### src/rtl/round_robin_ready_queue_defines.svh
// ----------------------------------------------------------------------------
// Round-robin ready queue: assertion macros
// Shared assertion forms for the scheduler RTL.
// ----------------------------------------------------------------------------
`ifndef ROUND_ROBIN_READY_QUEUE_DEFINES_SVH
`define ROUND_ROBIN_READY_QUEUE_DEFINES_SVH

// The consequent must hold in the same cycle as the antecedent.
`define RRQ_ASSERT_SAME(lbl, clk, rst, ante, cons, msg) \
   lbl: assert property (@(posedge clk) disable iff (rst) (ante) |-> (cons)) \
      else $error(msg);

// The consequent must hold in the cycle after the antecedent.
`define RRQ_ASSERT_NEXT(lbl, clk, rst, ante, cons, msg) \
   lbl: assert property (@(posedge clk) disable iff (rst) (ante) |=> (cons)) \
      else $error(msg);

`endif

### src/rtl/rrq_pkg.sv
// ----------------------------------------------------------------------------
// Round-robin ready queue: package
// Request, response and entry types, codes and controller signal groups.
// ----------------------------------------------------------------------------
`timescale 1ns / 1ps
`default_nettype none

package rrq_pkg;

   // Request function codes.
   localparam logic [1:0] FUNC_ADD   = 2'd0;
   localparam logic [1:0] FUNC_ALARM = 2'd1;
   localparam logic [1:0] FUNC_TERM  = 2'd2;

   // Response status codes.
   localparam logic [2:0] STAT_DONE     = 3'd0;
   localparam logic [2:0] STAT_FULL     = 3'd1;
   localparam logic [2:0] STAT_NOPROC   = 3'd2;
   localparam logic [2:0] STAT_DISABLED = 3'd3;
   localparam logic [2:0] STAT_KEPT     = 3'd4;
   localparam logic [2:0] STAT_NORUN    = 3'd5;

   // Process id range; the counter wraps from the last id back to the first.
   localparam logic [15:0] ID_FIRST = 16'd1;
   localparam logic [15:0] ID_LAST  = 16'hFFFF;

   typedef struct packed {
      logic [1:0]  func;
      logic [31:0] new_pc;
      logic [31:0] new_sp;
      logic [31:0] new_fp;
      logic [31:0] saved_pc;
      logic [31:0] saved_sp;
      logic [31:0] saved_fp;
   } req_type;

   typedef struct packed {
      logic [2:0]  status;
      logic        load_context;
      logic [31:0] load_pc;
      logic [31:0] load_sp;
      logic [31:0] load_fp;
      logic        running_valid;
      logic [15:0] running_id;
      logic [15:0] assigned_id;
   } rsp_type;

   // One ready-queue entry.
   typedef struct packed {
      logic [15:0] id;
      logic [31:0] pc;
      logic [31:0] sp;
      logic [31:0] fp;
   } entry_type;

   typedef enum logic {
      S_IDLE,
      S_EXEC
   } ctrl_state_type;

   // Commands from the controller to the datapath.
   typedef struct packed {
      logic capture;
      logic execute;
   } ctrl_cmd_type;

   // Status from the datapath to the controller.
   typedef struct packed {
      logic rsp_busy;
   } ctrl_status_type;

endpackage

`default_nettype wire

### src/rtl/rrq_ctrl.sv
// ----------------------------------------------------------------------------
// Round-robin ready queue: controller
// Sequences each request through capture and execution.
// ----------------------------------------------------------------------------
`timescale 1ns / 1ps
`default_nettype none

module rrq_ctrl (
   input  wire logic                     clock,
   input  wire logic                     reset,
   input  wire logic                     req_valid,
   output logic                          req_stall,
   input  wire rrq_pkg::ctrl_status_type dp_status,
   output rrq_pkg::ctrl_cmd_type         dp_cmd
);
   import rrq_pkg::*;

   ctrl_state_type state_ff;
   ctrl_state_type state_in;

   // State register.
   always_ff @(posedge clock) begin
      if (reset) begin
         state_ff <= S_IDLE;
      end else begin
         state_ff <= state_in;
      end
   end

   // Next state and commands. A request is executed once the output
   // register is free or its contents are being taken.
   always_comb begin
      state_in       = state_ff;
      dp_cmd.capture = 1'b0;
      dp_cmd.execute = 1'b0;
      req_stall      = 1'b1;
      unique case (state_ff)
         S_IDLE: begin
            req_stall = 1'b0;
            if (req_valid) begin
               dp_cmd.capture = 1'b1;
               state_in       = S_EXEC;
            end
         end
         S_EXEC: begin
            if (!dp_status.rsp_busy) begin
               dp_cmd.execute = 1'b1;
               state_in       = S_IDLE;
            end
         end
         default: begin
            state_in = S_IDLE;
         end
      endcase
   end

endmodule

`default_nettype wire

### src/rtl/rrq_dpath.sv
// ----------------------------------------------------------------------------
// Round-robin ready queue: datapath
// Entry memory, queue pointers, running process and response register.
// ----------------------------------------------------------------------------
`timescale 1ns / 1ps
`default_nettype none

module rrq_dpath #(
   parameter int QUEUE_DEPTH = 16
) (
   input  wire logic                  clock,
   input  wire logic                  reset,
   input  wire rrq_pkg::ctrl_cmd_type dp_cmd,
   output rrq_pkg::ctrl_status_type   dp_status,
   input  wire rrq_pkg::req_type      req_payload,
   input  wire logic                  csr_write_enable,
   input  wire logic                  csr_write_data,
   output logic                       rsp_valid,
   input  wire logic                  rsp_stall,
   output rrq_pkg::rsp_type           rsp_payload
);
   import rrq_pkg::*;

   localparam int PTR_W   = $clog2(QUEUE_DEPTH);
   localparam int COUNT_W = $clog2(QUEUE_DEPTH + 1);

   // Entry store and its registered read port at the head.
   entry_type               entry_mem_ff [QUEUE_DEPTH];
   entry_type               head_entry_ff;

   req_type                 req_ff;
   req_type                 req_in;
   logic [PTR_W-1:0]        head_ff;
   logic [PTR_W-1:0]        head_in;
   logic [PTR_W-1:0]        tail_ff;
   logic [PTR_W-1:0]        tail_in;
   logic [COUNT_W-1:0]      count_ff;
   logic [COUNT_W-1:0]      count_in;
   logic                    cur_valid_ff;
   logic                    cur_valid_in;
   logic [15:0]             cur_id_ff;
   logic [15:0]             cur_id_in;
   logic [15:0]             id_ctr_ff;
   logic [15:0]             id_ctr_in;
   logic                    enable_ff;
   logic                    enable_in;
   logic                    rsp_valid_ff;
   logic                    rsp_valid_in;
   rsp_type                 rsp_ff;
   rsp_type                 rsp_in;

   logic                    q_empty;
   logic                    q_full;
   logic                    push_en;
   logic                    pop_en;
   logic                    load;
   logic [2:0]              status;
   logic [15:0]             assigned;
   logic                    next_valid;
   logic [15:0]             next_id;
   entry_type               wr_data;
   logic [PTR_W-1:0]        head_step;
   logic [PTR_W-1:0]        tail_step;

   assign q_empty = (count_ff == '0);
   assign q_full  = (count_ff == COUNT_W'(QUEUE_DEPTH));

   // Circular pointer advance for any depth.
   assign head_step = (head_ff == PTR_W'(QUEUE_DEPTH - 1)) ? '0 : head_ff + PTR_W'(1);
   assign tail_step = (tail_ff == PTR_W'(QUEUE_DEPTH - 1)) ? '0 : tail_ff + PTR_W'(1);

   // Decision logic for the captured request.
   always_comb begin
      status     = STAT_DONE;
      load       = 1'b0;
      push_en    = 1'b0;
      pop_en     = 1'b0;
      assigned   = '0;
      next_valid = cur_valid_ff;
      next_id    = cur_id_ff;
      id_ctr_in  = id_ctr_ff;
      wr_data    = '{id: cur_id_ff, pc: req_ff.saved_pc, sp: req_ff.saved_sp,
                     fp: req_ff.saved_fp};
      case (req_ff.func)
         FUNC_ADD: begin
            if (q_full) begin
               status = STAT_FULL;
            end else begin
               push_en  = 1'b1;
               assigned = id_ctr_ff;
               wr_data  = '{id: id_ctr_ff, pc: req_ff.new_pc, sp: req_ff.new_sp,
                            fp: req_ff.new_fp};
               id_ctr_in = (id_ctr_ff == ID_LAST) ? ID_FIRST : id_ctr_ff + 16'd1;
            end
         end
         FUNC_ALARM: begin
            if (q_empty && !cur_valid_ff) begin
               status = STAT_NOPROC;
            end else if (!enable_ff) begin
               status = STAT_DISABLED;
            end else if (q_empty) begin
               status = STAT_KEPT;
            end else begin
               // The running process, if any, goes back to the tail.
               pop_en     = 1'b1;
               push_en    = cur_valid_ff;
               load       = 1'b1;
               next_valid = 1'b1;
               next_id    = head_entry_ff.id;
            end
         end
         FUNC_TERM: begin
            if (!cur_valid_ff) begin
               status = STAT_NORUN;
            end else if (q_empty) begin
               next_valid = 1'b0;
               next_id    = '0;
            end else begin
               pop_en  = 1'b1;
               load    = 1'b1;
               next_id = head_entry_ff.id;
            end
         end
         default: begin
         end
      endcase
   end

   // Next values of the scheduler state.
   always_comb begin
      req_in       = dp_cmd.capture ? req_payload : req_ff;
      enable_in    = csr_write_enable ? csr_write_data : enable_ff;
      head_in      = head_ff;
      tail_in      = tail_ff;
      count_in     = count_ff;
      cur_valid_in = cur_valid_ff;
      cur_id_in    = cur_id_ff;
      if (dp_cmd.execute) begin
         if (pop_en) begin
            head_in = head_step;
         end
         if (push_en) begin
            tail_in = tail_step;
         end
         if (push_en && !pop_en) begin
            count_in = count_ff + COUNT_W'(1);
         end else if (pop_en && !push_en) begin
            count_in = count_ff - COUNT_W'(1);
         end
         cur_valid_in = next_valid;
         cur_id_in    = next_id;
      end
   end

   // Response assembly and output register handshake.
   always_comb begin
      rsp_in.status        = status;
      rsp_in.load_context  = load;
      rsp_in.load_pc       = load ? head_entry_ff.pc : '0;
      rsp_in.load_sp       = load ? head_entry_ff.sp : '0;
      rsp_in.load_fp       = load ? head_entry_ff.fp : '0;
      rsp_in.running_valid = next_valid;
      rsp_in.running_id    = next_valid ? next_id : '0;
      rsp_in.assigned_id   = assigned;
      if (dp_cmd.execute) begin
         rsp_valid_in = 1'b1;
      end else if (!rsp_stall) begin
         rsp_valid_in = 1'b0;
      end else begin
         rsp_valid_in = rsp_valid_ff;
      end
   end

   // Control registers.
   always_ff @(posedge clock) begin
      if (reset) begin
         head_ff      <= '0;
         tail_ff      <= '0;
         count_ff     <= '0;
         cur_valid_ff <= 1'b0;
         cur_id_ff    <= '0;
         id_ctr_ff    <= ID_FIRST;
         enable_ff    <= 1'b0;
         rsp_valid_ff <= 1'b0;
      end else begin
         head_ff      <= head_in;
         tail_ff      <= tail_in;
         count_ff     <= count_in;
         cur_valid_ff <= cur_valid_in;
         cur_id_ff    <= cur_id_in;
         id_ctr_ff    <= (dp_cmd.execute) ? id_ctr_in : id_ctr_ff;
         enable_ff    <= enable_in;
         rsp_valid_ff <= rsp_valid_in;
      end
   end

   // Payload registers.
   always_ff @(posedge clock) begin
      req_ff <= req_in;
      if (dp_cmd.execute) begin
         rsp_ff <= rsp_in;
      end
   end

   // Entry memory: one write at the tail, one registered read at the head.
   always_ff @(posedge clock) begin
      if (dp_cmd.execute && push_en) begin
         entry_mem_ff[tail_ff] <= wr_data;
      end
      head_entry_ff <= entry_mem_ff[head_ff];
   end

   assign dp_status.rsp_busy = rsp_valid_ff && rsp_stall;
   assign rsp_valid          = rsp_valid_ff;
   assign rsp_payload        = rsp_ff;

endmodule

`default_nettype wire

### src/rtl/round_robin_ready_queue.sv
// ----------------------------------------------------------------------------
// Round-robin ready queue
// Hardware round-robin process scheduler with a circular ready queue.
// ----------------------------------------------------------------------------
// Usage:
// Requests arrive on req_valid / req_stall with a req_payload holding the
// function (add, alarm tick, terminate) and the new and saved contexts. A
// request is taken at a clock edge with req_valid high and req_stall low.
// Each request gives exactly one response on rsp_valid / rsp_stall.
// The block takes one request at a time: a capture step takes the request
// while the entry memory reads the queue head into its output register, and
// an execute step decides, updates the queue and loads the response register.
// While a response waits under rsp_stall the next request is still taken,
// and it is held in its execute cycle until the output register frees.
// csr_write_enable / csr_write_data set the scheduler enable bit.
// Synchronous reset empties the queue, clears the running process, sets the
// id counter to one, clears the enable bit and drops any pending response.
// Queue entries are not cleared and need no clearing pass.
// ----------------------------------------------------------------------------
`timescale 1ns / 1ps
`default_nettype none
`include "round_robin_ready_queue_defines.svh"

module round_robin_ready_queue #(
   parameter int QUEUE_DEPTH = 16
) (
   input  wire logic             clock,
   input  wire logic             reset,
   input  wire logic             req_valid,
   output logic                  req_stall,
   input  wire rrq_pkg::req_type req_payload,
   output logic                  rsp_valid,
   input  wire logic             rsp_stall,
   output rrq_pkg::rsp_type      rsp_payload,
   input  wire logic             csr_write_enable,
   input  wire logic             csr_write_data
);
   import rrq_pkg::*;

   ctrl_cmd_type    dp_cmd;
   ctrl_status_type dp_status;

   // Sequencing of requests.
   rrq_ctrl u_ctrl (
      .clock     (clock),
      .reset     (reset),
      .req_valid (req_valid),
      .req_stall (req_stall),
      .dp_status (dp_status),
      .dp_cmd    (dp_cmd)
   );

   // Queue storage and scheduling decisions.
   rrq_dpath #(
      .QUEUE_DEPTH (QUEUE_DEPTH)
   ) u_dpath (
      .clock            (clock),
      .reset            (reset),
      .dp_cmd           (dp_cmd),
      .dp_status        (dp_status),
      .req_payload      (req_payload),
      .csr_write_enable (csr_write_enable),
      .csr_write_data   (csr_write_data),
      .rsp_valid        (rsp_valid),
      .rsp_stall        (rsp_stall),
      .rsp_payload      (rsp_payload)
   );

   // A taken request moves the block into execution and blocks new requests.
   `RRQ_ASSERT_NEXT(a_accept_then_busy, clock, reset, req_valid && !req_stall, req_stall, "request taken but block not busy")
   // Execution always leaves a response in the output register.
   `RRQ_ASSERT_NEXT(a_exec_gives_rsp, clock, reset, dp_cmd.execute, rsp_valid, "execution without response")
   // A stalled response is never overwritten by a new one.
   `RRQ_ASSERT_SAME(a_no_overwrite, clock, reset, dp_cmd.execute, !(rsp_valid && rsp_stall), "stalled response overwritten")
   // A loaded context always leaves a process running.
   `RRQ_ASSERT_SAME(a_load_running, clock, reset, rsp_valid && rsp_payload.load_context, rsp_payload.running_valid, "context loaded with nothing running")

endmodule

`default_nettype wire

### config.mk
export PLATFORM = sky130hd
export DESIGN_NAME = round_robin_ready_queue
export DESIGN_NICKNAME = d
export VERILOG_FILES = /design/src/rtl/rrq_pkg.sv /design/src/rtl/rrq_ctrl.sv /design/src/rtl/rrq_dpath.sv /design/src/rtl/round_robin_ready_queue.sv
export VERILOG_INCLUDE_DIRS = /design/src /design/src/rtl
export SDC_FILE = /design/constraint.sdc
export NUM_CORES = 2
export LEC_CHECK = 0
export BUFFER_PORTS_ARGS = -buffer_cell sky130_fd_sc_hd__buf_2
export CAP_MARGIN = 20
export CELL_PAD_IN_SITES_DETAIL_PLACEMENT = 1
export CELL_PAD_IN_SITES_GLOBAL_PLACEMENT = 2
export CORE_ASPECT_RATIO = 0.9
export CORE_MARGIN = 3
export CORE_UTILIZATION = 44
export DETAILED_ROUTE_END_ITERATION = 7
export HOLD_SLACK_MARGIN = 0.06
export PLACE_DENSITY = 0.76
export SLEW_MARGIN = 20
export SYNTH_ARGS = -nofsm -noshare
export SYNTH_HDL_FRONTEND = slang
export SYNTH_SLANG_ARGS = --single-unit
export TNS_END_PERCENT = 10
### constraint.sdc
create_clock -name clock -period 12.7 [get_ports clock]
set_input_delay 0.635 -clock clock [delete_from_list [all_inputs] [get_ports clock]]
set_output_delay 0.635 -clock clock [all_outputs]
set_load 0.1 [all_outputs]
==> impl_metrics.tcl <==
set metrics [dict create \
    worst_slew_pin_slew_ns 1.06 \
    ys_seq_area_share_pct 78.9 \
    cpPeakStageDelay_ns 0.89 \
    critPathMaxFanout 52 \
    placed_area_um2 89400 \
    crit_required_ns 13.13 \
    die_w_um 469 \
    maxCapViolations 0 \
    synth-edff-count 2119 \
    dieArea_um2 198000 \
    first_pass_iters 7 \
    muxShareOfSynthArea_pct 13.3 \
    cpMostUsedCell "buf_4" \
    switchingPower_w 0.00327 \
    cp-end-kind "flop" \
    first_iter_violations 3992 \
    cts_hold_buf 198 \
    finalNonFillerCells 7406 \
    whs_ns 0.314 \
    grt_usage_pct 20.6 \
    syn_avg_cell_area_um2 20.8 \
    power_frac_clock_pct 42.4 \
    area_delta_synth_final_pct 16.6 \
    hp-class "in2reg" \
    fin_crit_sh_pct 37.8 \
    synth-compound-area-share_pct 2.60 \
    synthArstFlopShare_pct 0 \
    crit_chain "inv_1 > ha_1 > nand3_1 > a211oi_1 > nand2b_1 > nand2_1 > nor2_4 > buf_4 > buf_4" \
    yosysTopAreaCell "edfxtp_1" \
    ios 335 \
    rsz0062_at_grt "false" \
    p_int_w 0.0123 \
    ant_nets 0 \
    dp_hpwl_um 105000 \
    synth_cells 4074 \
    synthFlopType "edfxtp_1" \
    cts_buffers 219 \
    synth.area.top_cells "edfxtp_1 75%, mux4_2 12%, dfxtp_1 3.8%" \
    rows 152 \
    die_y_um 422 \
    core_um2 191000 \
    fillers 17000 \
    multi_input_area_um2 17000 \
    via_per_inst 5.57 \
    synth_top_area_share_pct 75.1 \
    p_per_area_nw_per_um2 157 \
    yosysWarnings 0 \
    finalNetCount 4886 \
    syn_area_um2 84700 \
    worst-path-buf-inv 3 \
    clkSinkCount 2280 \
    path_class "reg2reg" \
    slew_headroom_pct 29.4 \
    layout_common_cells "2119 x edfxtp_1, 448 x mux4_2, 334 x buf_2, 309 x nand2_1, 220 x clkbuf_16" \
    switching_share_pct 21.1 \
    regArea_um2 66900 \
    yosys.area_share.adder_pct 0.245 \
    fmax_mhz 208 \
    postCtsSetupBuffers 0 \
    cts_resized 0 \
    overflow 0 \
    grt_max_degree 162 \
    ys_ff_latch 2280 \
    grt_pass1_vias 44900 \
    cts_root_buffer "clkbuf_16" \
    synth-xor-area-share_pct 0.124 \
    final_hold_viol_count 0 \
    placed_cells 6790 \
    cts_max_path_buffers 3 \
    final_area_um2 98800 \
    portBuffers 334 \
    synth_top_family_by_area "multiplexers" \
    drc 0 \
    drv_slew 0 \
    ir_drop_mv 0.133 \
    wirelength_um 202000 \
    synth_nets 4290 \
    critPathTopFamily "buffers and inverters" \
    via_count 41300 \
    yosys.area_share.simple_pct 3.66 \
    final_layout_size_suffix_gt1_share_pct 25.0 \
    htreeDepth 4 \
    layout_commonest_cell "edfxtp_1" \
    path_clk_slew_ns 0.06 \
    leakage_nw 31.4 \
    finalSetupViolations 0 \
    combPwrFrac_pct 3.6 \
    skew_ns 0.0608 \
    ys_types 55 \
    grt_pass1_wl_um 300000 \
    clkLatencyLatePin_ns 0.84 \
    status "finished, final reports clean" \
    cp.arrival_ns 5.22 \
    seqPwrFrac_pct 54.0 \
    initial_core_util_pct 44.3 \
    gp_congestion 0.742 \
    antenna_found_initial 12 \
    wl_per_cell_um 27.3 \
    startpoint_type "flop" \
    finalCriticalPeriod_ns 4.80 \
    cts_tree "yes" \
    slowest_stage "buf_4" \
    finalSetupTns_ns 0 \
]
[metal layers]
metal | global-route usage, % | vias up | wire [um]
met4 | 6.37 | 2 | 5460
li1 | - | 17600 | -
met5 | 0 | - | 13
met3 | 3.05 | 309 | 10600
met2 | 34.0 | 1280 | 101000
met1 | 28.5 | 22000 | 85700
[final cells by class]
type	instances	area share (%)
Sequential cell	2280	67.7
Multi-Input combinational cell	1565	17.2
Timing Repair Buffer	589	4.34
Antenna cell	2	0.00507
Tap cell	2541	3.22
Inverter	15	0.0621
Clock inverter	120	1.38
Clock buffer	294	6.06
[final timing paths]
| check | startpoint | to | slack (ns) | cells past startpoint |
|---|---|---|---|---|
| worst max-delay path | u_dpath.req_ff[193] | u_dpath.entry_mem_ff[10][65] | 7.90 | 9 |
| worst min-delay path | reset | u_dpath.enable_ff | 0.31 | 2 |
| worst max register to register | u_dpath.req_ff[193] | u_dpath.entry_mem_ff[10][65] | 7.90 | 9 |
| worst min register to register | u_dpath.head_entry_ff[110] | u_dpath.cur_id_ff[14] | 0.48 | 1 |
[registers in the layout (all words and copies together) (netlist names)]
signal and count:
u_dpath.req_ff 194, u_dpath.rsp_valid 1, u_dpath.enable_ff 1, u_dpath.cur_valid_ff 1
u_dpath.id_ctr_ff 16, u_ctrl.state_ff 1, u_dpath.entry_mem_ff 1792, u_dpath.rsp_payload 133
u_dpath.head_entry_ff 112, u_dpath.count_ff 5, u_dpath.cur_id_ff 16, u_dpath.head_ff 4
u_dpath.tail_ff 4
[power groups by stage]
| stage | Combinational [W] | Clock (W) | Sequential [W] |
|---|---|---|---|
| 2_1_floorplan | 0.000184 | 0 | 0.00869 |
| 3_3_place_gp | 0.000499 | 0 | 0.00855 |
| 3_5_place_dp | 0.000519 | 0 | 0.00855 |
| 4_1_cts | 0.000567 | 0.00674 | 0.00839 |
| 5_1_grt | 0.000607 | 0.00706 | 0.00839 |
| 6_report | 0.000560 | 0.00659 | 0.00839 |
[Yosys cell counts (5+ instances only)]
cell / number
o21ai_0: 13
dfxtp_1: 161
buf_1: 12
buf_2: 72
a21o_1: 16
nand4_1: 7
nor4_1: 5
nand2_1: 310
nor2_1: 56
nand3_1: 8
ha_1: 15
nor2b_1: 116
inv_1: 14
a22o_2: 16
clkbuf_1: 123
and2_1: 111
a22oi_1: 18
mux4_2: 448
a211oi_1: 114
mux2i_1: 116
nor3_1: 11
edfxtp_1: 2119
a21oi_1: 128
xor2_1: 5
or3_1: 7
xnor2_1: 7
[kinds of logic after synthesis]
| logic type | count (synthesis) |
|---|---|
| AOI/OAI and AO/OA | 327 |
| xor gates and xnor gates | 12 |
| adders and majority gates | 16 |
| buffers and inverters | 229 |
| DFF | 2280 |
| muxes | 565 |
| and+or+nand+nor | 645 |
[per-stage QoR]
stage	power [W]	setup slack, ns	util, %
5_1_grt	0.0161	7.50	51.7
3_3_place_gp	0.00905	7.61	46.8
3_5_place_dp	0.00907	7.48	46.8
6_report	0.0155	7.90	51.7
2_1_floorplan	0.00888	0.361	-
4_1_cts	0.0157	7.74	51.7
(Power assumes the default switching activity.)
